--- src/design/mstfb_pkg.sv ---
package mstfb_pkg;

  localparam int AXIS_COUNT = 5;
  localparam int AXIS_W = 32;

  localparam logic [3:0] OP_SLOT     = 4'd0;
  localparam logic [3:0] OP_TRACK    = 4'd1;
  localparam logic [3:0] OP_X        = 4'd2;
  localparam logic [3:0] OP_Y        = 4'd3;
  localparam logic [3:0] OP_PRESSURE = 4'd4;
  localparam logic [3:0] OP_MAJOR    = 4'd5;
  localparam logic [3:0] OP_MINOR    = 4'd6;
  localparam logic [3:0] OP_BUTTON   = 4'd7;
  localparam logic [3:0] OP_SYNC     = 4'd8;
  localparam logic [3:0] OP_DROPPED  = 4'd9;

  localparam logic [2:0] CS_MOTION = 3'd0;
  localparam logic [2:0] CS_TOUCH  = 3'd1;
  localparam logic [2:0] CS_DOWN   = 3'd2;
  localparam logic [2:0] CS_UP     = 3'd3;
  localparam logic [2:0] CS_CANCEL = 3'd4;
  localparam logic [2:0] CS_NONE   = 3'd5;

  localparam logic [2:0] REG_X_RANGE     = 3'd0;
  localparam logic [2:0] REG_Y_RANGE     = 3'd1;
  localparam logic [2:0] REG_PRESS_RANGE = 3'd2;
  localparam logic [2:0] REG_MAJOR_RANGE = 3'd3;
  localparam logic [2:0] REG_MINOR_RANGE = 3'd4;
  localparam logic [2:0] REG_AXIS_ENABLE = 3'd5;

  localparam logic [1:0] BSEL_MAX = 2'd2;

  // divider sequence: clamp, numerator, then 16 quotient bits
  localparam logic [4:0] NORM_CLAMP = 5'd1;
  localparam logic [4:0] NORM_PREP  = 5'd2;
  localparam logic [4:0] NORM_LAST  = 5'd18;

endpackage

--- src/design/mstfb_norm.sv ---
module mstfb_norm import mstfb_pkg::*; (
  input  logic        clk,
  input  logic        rst,
  input  logic        start,
  input  logic        enable,
  input  logic [31:0] value,
  input  logic [63:0] range,
  output logic        busy,
  output logic [15:0] result
);

  logic [4:0]         cnt;
  logic signed [31:0] vr, lo, hi, cl;
  logic               en, empty;
  logic [31:0]        d, den;
  logic [47:0]        rem, dsh;
  logic [15:0]        q;

  always_comb begin
    if (vr < lo) begin
      cl = lo;
    end else if (vr > hi) begin
      cl = hi;
    end else begin
      cl = vr;
    end
  end

  always_ff @(posedge clk) begin
    if (rst) begin
      cnt <= '0;
    end else if (start) begin
      cnt <= NORM_CLAMP;
    end else if (cnt == NORM_LAST) begin
      cnt <= '0;
    end else if (cnt != '0) begin
      cnt <= cnt + 5'd1;
    end
  end

  always_ff @(posedge clk) begin
    if (start) begin
      vr <= value;
      lo <= range[31:0];
      hi <= range[63:32];
      en <= enable;
    end else if (cnt == NORM_CLAMP) begin
      empty <= !en || (hi <= lo);
      d     <= 32'(cl - lo);
      den   <= 32'(hi - lo);
    end else if (cnt == NORM_PREP) begin
      rem <= {d, 16'h0} - {16'h0, d};
      dsh <= {1'b0, den, 15'h0};
      q   <= '0;
    end else if (cnt != '0) begin
      if (rem >= dsh) begin
        rem <= rem - dsh;
        q   <= {q[14:0], 1'b1};
      end else begin
        q <= {q[14:0], 1'b0};
      end
      dsh <= dsh >> 1;
    end
  end

  assign busy   = (cnt != '0);
  assign result = empty ? 16'h0 : q;

endmodule

--- config.mk ---
export PLATFORM = sky130hd
export DESIGN_NAME = mstfb_norm
export DESIGN_NICKNAME = d
export VERILOG_FILES = /design/src/design/mstfb_pkg.sv /design/src/design/mstfb_norm.sv
export SDC_FILE = /design/constraint.sdc
export NUM_CORES = 1
export LEC_CHECK = 0
export CAP_MARGIN = 40
export CELL_PAD_IN_SITES_DETAIL_PLACEMENT = 1
export CELL_PAD_IN_SITES_GLOBAL_PLACEMENT = 2
export CORE_ASPECT_RATIO = 0.8
export CORE_MARGIN = 3
export CORE_UTILIZATION = 39
export DETAILED_ROUTE_END_ITERATION = 10
export DONT_BUFFER_PORTS = 1
export PLACE_DENSITY_LB_ADDON = 0.08
export REMOVE_ABC_BUFFERS = 1
export SYNTH_ARGS = -nofsm -noshare
export SYNTH_HDL_FRONTEND = slang
export SYNTH_SLANG_ARGS = --single-unit
export TNS_END_PERCENT = 30
--- constraint.sdc ---
create_clock -name clk -period 9.8 [get_ports clk]
set_input_delay 1.96 -clock clk [delete_from_list [all_inputs] [get_ports clk]]
set_output_delay 1.96 -clock clk [all_outputs]
set_load 0.01 [all_outputs]
==> impl_metrics.env, run 1 <==
export IMPL_grt_pass1_vias=14303
export IMPL_cts_made_buffers=34
export IMPL_via_count=14122
export IMPL_remaining_drc_errors=0
export IMPL_reg2reg_depth=23
export IMPL_ys_warn_count=0
export IMPL_final_setup_skew_ns=0.02543
export IMPL_post_cts_resized=0
export IMPL_ir_drop_v=0.0001512
export IMPL_nets=2215
export IMPL_synth_avg_cell_area_um2=9.997
export IMPL_grt_setup_unrepaired="false"
export IMPL_routed_wl_um=54250
export IMPL_grt_pass1_wl_um=84080
export IMPL_synth_seq_area_share_pct=43.19
export IMPL_path_buf_inv=2
export IMPL_clock_root_buffer="clkbuf_16"
export IMPL_synth_seq_cells=278
export IMPL_finalSetupViolCount=0
export IMPL_critical_path_top_delay_family="compound AO/OA/AOI/OAI gates"
export IMPL_fp_dieH_um=204.5
export IMPL_grt_max_degree=102
export IMPL_synthArstFlopShare_pct=0
export IMPL_cp_depth=23
export IMPL_synth_area_top_cells="edfxtp_1 43%, ha_1 13%, a21oi_1 5.0%"
export IMPL_place_hpwl_um=42380
export IMPL_path_clk_slew_ns=0.06
export IMPL_fin_hold_ws_ns=0.5322
export IMPL_worstPathCellList="inv_1 > ha_1 > nor2b_1 > o211ai_1 > a21oi_1 > or4b_1 > a21oi_1 > xnor2_1 > a21oi_4 > buf_4 > mux2i_1 > a21oi_1 > ha_1 > a21o_1 > a21o_1 > a221oi_1 > o21ai_0 > a31oi_1 > o21ai_1 > a21oi_1 > o21bai_1 > a221oi_1 > xnor2_1"
export IMPL_cts_buffer_depth=3
export IMPL_cp_slowest_cell="buf_4"
export IMPL_portBuffers=0
export IMPL_endpoint="d[31]"
export IMPL_yosysTopAreaCell="edfxtp_1"
export IMPL_hold_buffers=0
export IMPL_cts_tree="done"
export IMPL_setup_tns_ns=0
export IMPL_wl_per_cell_um=21.11
export IMPL_start_util_pct=39.64
export IMPL_tightest_slew_ns=0.7937
export IMPL_fin_crit_sh_pct=60.20
export IMPL_hp_class="register to register"
export IMPL_cts_sinks=278
export IMPL_drive_gt1_share_pct=6.134
export IMPL_synth_cell_types=89
export IMPL_crit_path_end_kind="register"
export IMPL_ys_flop_type="edfxtp_1"
export IMPL_synth_most_common_cell="edfxtp_1"
export IMPL_place_gp_congestion=0.8704
export IMPL_r2r_end="d[31]"
export IMPL_dieArea_um2=51980
export IMPL_r2r_start="hi[1]"
export IMPL_yosysTopAreaCellShare_pct=42.67
export IMPL_cpMostUsedCell="a21oi_1"
export IMPL_worst_ep_arrival_time_ns=6.18
export IMPL_relSlewSlack_pct=47.09
export IMPL_finalCriticalPeriod_ns=5.900
export IMPL_setup_worst_path_class="register to register"
export IMPL_rows=72
export IMPL_vias_per_cell=5.495
export IMPL_firstDrtPassIters=5
export IMPL_core_um2=48470
export IMPL_die_w_um=254.2
export IMPL_syn_area_um2=19210
export IMPL_grt_usage_pct=20.98
export IMPL_critPathMaxStageDelay_ns=0.49
export IMPL_reg2reg_setup_slack_ns=3.90
export IMPL_drv_cap=0
export IMPL_clock_latency_ns=0.55
export IMPL_grt_ovfl_total=0
export IMPL_ant_nets=0
export IMPL_cts_htree_levels=2
export IMPL_post_cts_repair_setup_buffers=0
export IMPL_cp_max_fo=26
export IMPL_powerDensity_nw_per_um2=199.1
export IMPL_grt_antenna_before_repair=4
export IMPL_worstPathRequired_ns=10.08
export IMPL_start_kind="register"
export IMPL_synth_edf_count=273
export IMPL_ioPinCount=117
export IMPL_synth_common_cells="273 x edfxtp_1, 194 x ha_1, 191 x a21oi_1"
export IMPL_dr_first_iter_drc_count=757
export IMPL_crit_start="hi[1]"
export IMPL_area_growth_synth_to_final_pct=9.045
export IMPL_p_leak_uw=0.008455
export IMPL_finalHoldViolations=0
export IMPL_slew_viol_final=0
export IMPL_fmax_ghz=0.1695
export IMPL_syn_inst=1922
export IMPL_status="finished, final reports clean"
flip-flops by register name (all words and copies together) (netlist names):
signal and count:
dsh 47, empty 1, rem 48, hi 32, vr 32, den 32
en 1, lo 32, q 16, d 32, cnt 5
power breakdown:
group / switching, µW / total [µW] / internal, µW
clock network: 509 / 1220 / 707
registers: 86.9 / 1560 / 1480
logic: 833 / 1390 / 559
metrics by stage:
step	cell area (µm²)	power (µW)	instances	util (%)	setup slack (ns)
4_1_cts	20950	4221	2569	43.22	3.856
5_1_grt	20950	4437	2569	43.22	3.388
3_5_place_dp	19900	2973	2511	41.07	3.913
2_1_floorplan	18970	2585	1869	-	1.726
6_report	20950	4172	2570	43.23	3.900
3_3_place_gp	19860	2952	2507	40.99	3.588
cell type report:
class                   instances  area [µm²]
clock inverters                17       146.4
fillers                      5399       27520
clock buffers                  41       898.4
multi-input cells            1422       10080
diodes                          1       2.502
well taps                     629       787.0
inverters                     169       634.4
flip-flops and latches        278        8298
repair buffers                 13       107.6
how the worst min path moves through the flow:
stage,startpoint,to,slack [ns],cells past startpoint
4_1_cts,den[28],dsh[43],0.53,2
3_5_place_dp,den[28],dsh[43],0.51,2
2_1_floorplan,cnt[1],cnt[1],0.49,2
6_report,den[30],dsh[45],0.53,2
3_3_place_gp,den[30],dsh[45],0.52,2
5_1_grt,den[30],dsh[45],0.56,2
cells in the final DEF (no fill, tap or decap), drive strengths merged, types with 6 or more instances in the layout:
cell type,Yosys,final
a211oi,11,11
and2,20,20
edfxtp,273,273
nor2b,38,38
buf,10,12
inv,169,171
nor3,22,22
o21ai,129,129
a21o,83,83
xnor2,102,102
and3,10,10
o31ai,6,6
nand3,37,37
or3,9,9
xor2,33,33
a21oi,196,196
o211ai,13,13
clkinv,0,12
a31o,7,7
a221oi,8,8
clkbuf,43,41
a31oi,15,15
ha,194,194
mux2i,36,36
nor2,145,145
o21a,20,20
nand4,31,31
nand2b,20,20
nand2,143,143
o21bai,16,16
nor4,11,11
worst register-to-register path, cell delays in order (launching register included):
cell and delay [ns]:
edfxtp_1 0.42, inv_1 0.13, ha_1 0.26, nor2b_1 0.14, o211ai_1 0.23, a21oi_1 0.10
or4b_1 0.47, a21oi_1 0.19, xnor2_1 0.12, a21oi_4 0.34, buf_4 0.49, mux2i_1 0.26
a21oi_1 0.11, ha_1 0.38, a21o_1 0.19, a21o_1 0.18, a221oi_1 0.30, o21ai_0 0.13
a31oi_1 0.32, o21ai_1 0.17, a21oi_1 0.17, o21bai_1 0.11, a221oi_1 0.33, xnor2_1 0.10
per-layer routing:
layer	share of wire, %	GRT usage (%)
met1	54	33.28
met2	41	29.81
met3	3.7	2.983
met4	1.9	4.789
met5	0.050	0
logic make-up after synthesis:
family / synth area share [%]
flops: 43.19
mux: 1.876
xor+xnor: 6.154
buf+inv: 4.558
compound gates: 18.12
fa+ha+maj: 12.95
simple gates: 13.16
(Power assumes the default switching activity.)
==> run 2, diff against run 1 <==
--- a/config.mk
+++ b/config.mk
@@ -5,6 +5,7 @@
 export SDC_FILE = /design/constraint.sdc
 export NUM_CORES = 1
 export LEC_CHECK = 0
+export ABC_AREA = 1
 export CAP_MARGIN = 40
 export CELL_PAD_IN_SITES_DETAIL_PLACEMENT = 1
 export CELL_PAD_IN_SITES_GLOBAL_PLACEMENT = 2
==> constraint.sdc (replaced) <==
create_clock -name clk -period 5.6 [get_ports clk]
set_input_delay 1.12 -clock clk [delete_from_list [all_inputs] [get_ports clk]]
set_output_delay 1.12 -clock clk [all_outputs]
set_load 0.01 [all_outputs]
==> run 2 against run 1 <==
Effect of this change:
- synthesized cell count grew 35%
- sequential power rose by 77%
- combinational power is 120% higher
- wire length increased by 32%
- register-to-register slack got worse by 3.4 ns
==> impl_metrics.env, run 2 <==
export IMPL_crit_path_end_kind="register"
export IMPL_routed_wl_um=71840
export IMPL_syn_inst=2589
export IMPL_grt_ovfl_total=0
export IMPL_cts_made_buffers=35
export IMPL_finalSetupViolCount=0
export IMPL_grt_pass1_vias=18732
export IMPL_setup_tns_ns=0
export IMPL_internal_power_uw=4936
export IMPL_synth_cell_types=60
export IMPL_path_clk_slew_ns=0.06
export IMPL_synth_common_cells="487 x nand2_1, 374 x inv_1, 273 x edfxtp_1"
export IMPL_p_seq_share_pct=34.2
export IMPL_rows=75
export IMPL_synth_seq_area_share_pct=39.05
export IMPL_via_count=17838
export IMPL_multiInputGateArea_um2=11180
export IMPL_largest_reg_flops=48
export IMPL_firstDrtPassIters=5
export IMPL_p_leak_uw=0.009825
export IMPL_post_cts_repair_setup_buffers=0
export IMPL_synth_avg_cell_area_um2=8.208
export IMPL_drv_cap=0
export IMPL_slew_viol_final=0
export IMPL_switchingPower_uw=3135
export IMPL_worst_ep_arrival_time_ns=5.37
export IMPL_ir_drop_v=0.0002792
export IMPL_hold_end="dsh[21]"
export IMPL_area_growth_synth_to_final_pct=8.831
export IMPL_reg2reg_setup_slack_ns=0.52
export IMPL_grt_max_degree=108
export IMPL_ys_flop_type="edfxtp_1"
export IMPL_cts_htree_levels=2
export IMPL_pwr_share_comb_pct=37.5
export IMPL_yosysTopAreaCellShare_pct=38.58
export IMPL_relSlewSlack_pct=41.12
export IMPL_clock_latency_ns=0.55
export IMPL_fmax_ghz=0.1969
export IMPL_regArea_um2=8298
export IMPL_setup_ws_ns=0.5221
export IMPL_worstHoldPathCells=2
export IMPL_fill_cells=6363
export IMPL_vias_per_cell=5.373
export IMPL_r2r_end="d[26]"
export IMPL_drive_gt1_share_pct=8.987
export IMPL_cpMostUsedCell="nand2_1"
export IMPL_start_kind="register"
export IMPL_powerDensity_nw_per_um2=349.0
export IMPL_hp_class="register to register"
export IMPL_core_um2=53110
export IMPL_synth_most_common_cell="nand2_1"
export IMPL_status="finished, final reports clean"
export IMPL_layout_commonest_cell="nand2_1"
export IMPL_ys_warn_count=0
export IMPL_start_util_pct=40.01
export IMPL_synthArstFlopShare_pct=0
export IMPL_finalCriticalPeriod_ns=5.078
export IMPL_remaining_drc_errors=0
export IMPL_dr_first_iter_drc_count=1155
export IMPL_synth_edf_count=273
export IMPL_cp_max_fo=51
export IMPL_top_regs="rem: 48 flops, dsh: 47 flops"
export IMPL_holdCritStartpoint="den[6]"
export IMPL_synth_area_top_cells="edfxtp_1 39%, ha_1 11%, nand2_1 8.6%"
export IMPL_dp_slack_ns=0.5409
export IMPL_worstPathRequired_ns=5.89
export IMPL_swShare_pct=38.84
export IMPL_grt_antenna_before_repair=4
export IMPL_grt_setup_unrepaired="false"
export IMPL_grt_usage_pct=25.11
export IMPL_cts_buffer_depth=3
export IMPL_total_power_uw=8071
export IMPL_top_register="rem"
export IMPL_die_w_um=267.0
export IMPL_fp_dieH_um=214.8
export IMPL_post_cts_resized=0
export IMPL_critPathMaxStageDelay_ns=0.51
export IMPL_tightest_slew_ns=0.8831
export IMPL_cp_slowest_cell="edfxtp_1"
export IMPL_hold_buffers=0
export IMPL_reg2reg_depth=23
export IMPL_setup_worst_path_class="register to register"
export IMPL_place_gp_congestion=0.9086
export IMPL_worstPathCellList="inv_1 > ha_1 > nand2_1 > nor2_2 > nand2_1 > nor2_2 > nand2_1 > nand3_2 > nand3_4 > inv_4 > nand2_1 > o211ai_2 > o21ai_2 > ha_1 > nand2_1 > nor4_4 > nand4_1 > nand3_1 > nand2_1 > nand2_1 > nand2_1 > nand2_1 > xor2_1"
export IMPL_fin_crit_sh_pct=90.68
export IMPL_cts_tree="done"
export IMPL_final_cell_mix="487 x nand2_1, 373 x inv_1, 273 x edfxtp_1"
export IMPL_yosysTopAreaCell="edfxtp_1"
export IMPL_synth_seq_cells=278
export IMPL_finalHoldViolations=0
export IMPL_wl_per_cell_um=21.64
export IMPL_nets=2897
export IMPL_place_hpwl_um=59330
export IMPL_clock_root_buffer="clkbuf_16"
export IMPL_clockPowerShare_pct=28.2
export IMPL_ant_nets=0
export IMPL_grt_pass1_wl_um=110900
export IMPL_ioPinCount=117
export IMPL_syn_area_um2=21250
export IMPL_final_setup_skew_ns=0.02190
export IMPL_r2r_start="hi[31]"
export IMPL_dieArea_um2=57350
export IMPL_cts_sinks=278
export IMPL_portBuffers=0
## run 2: cell families (layout without fill, tap and decap cells)
family                   Yosys count  after routing  share of synthesized area [%]
buffers and inverters            448            485                          8.466
adder cells (fa/ha/maj)          197            197                          11.70
flip-flops                       278            278                          39.05
AO/OA/AOI/OAI                    609            609                          17.38
XOR/XNOR                          90             90                          3.709
AND/OR/NAND/NOR                  967            967                          19.69
other                              0              1                              0
## run 2: power by group through the flow
stage / Combinational, µW / Clock, µW / Sequential, µW
final: 3030 / 2280 / 2760
after global routing: 3380 / 2430 / 2780
after CTS: 3020 / 2350 / 2760
after detailed placement: 3000 / 0 / 2800
after global placement: 2960 / 0 / 2800
after floorplan: 2100 / 0 / 2730
## run 2: worst max path at each step
stage | from | end | slack, ns
after detailed placement | hi[31] | d[26] | 0.54
after global placement | hi[31] | d[26] | 0.59
after CTS | hi[31] | d[26] | 0.52
final | hi[31] | d[26] | 0.52
after floorplan | cnt[0] | rem[0] | 0.45
after global routing | hi[31] | d[26] | 0.29
## run 2: layout make-up
class	instances	share of cell area, %
Multi-Input combinational cell	1863	48.34
Sequential cell	278	35.88
Inverter	412	6.697
Clock buffer	44	3.976
Tap cell	693	3.749
Clock inverter	19	0.9197
Timing Repair Buffer	10	0.4328
Antenna cell	1	0.01082
## run 2: critical path: cells and delay by family (launching register included)
family / cells / cell delay (ns)
AND/OR/NAND/NOR: 16 / 2.48
buffers and inverters: 2 / 0.65
XOR/XNOR: 1 / 0.06
adder cells (fa/ha/maj): 2 / 0.87
flip-flops: 1 / 0.51
AO/OA/AOI/OAI: 2 / 0.20
## run 2: routing by layer
layer | part of all wire (%) | track usage (%)
met5 | 0 | 0
met4 | 2.4 | 6.083
met3 | 4.7 | 4.128
met2 | 43 | 38.79
met1 | 50 | 36.63
## run 2: per-stage QoR
stage	utilization, %	cell area [µm²]	hold WS (ns)	cells
global placement	41.41	21990	0.5104	3256
finish	43.55	23130	0.5259	3320
detailed placement	41.41	21990	0.5199	3256
floorplan	-	21000	0.5000	2553
global route	43.54	23130	0.5513	3319
CTS	43.54	23130	0.5326	3319
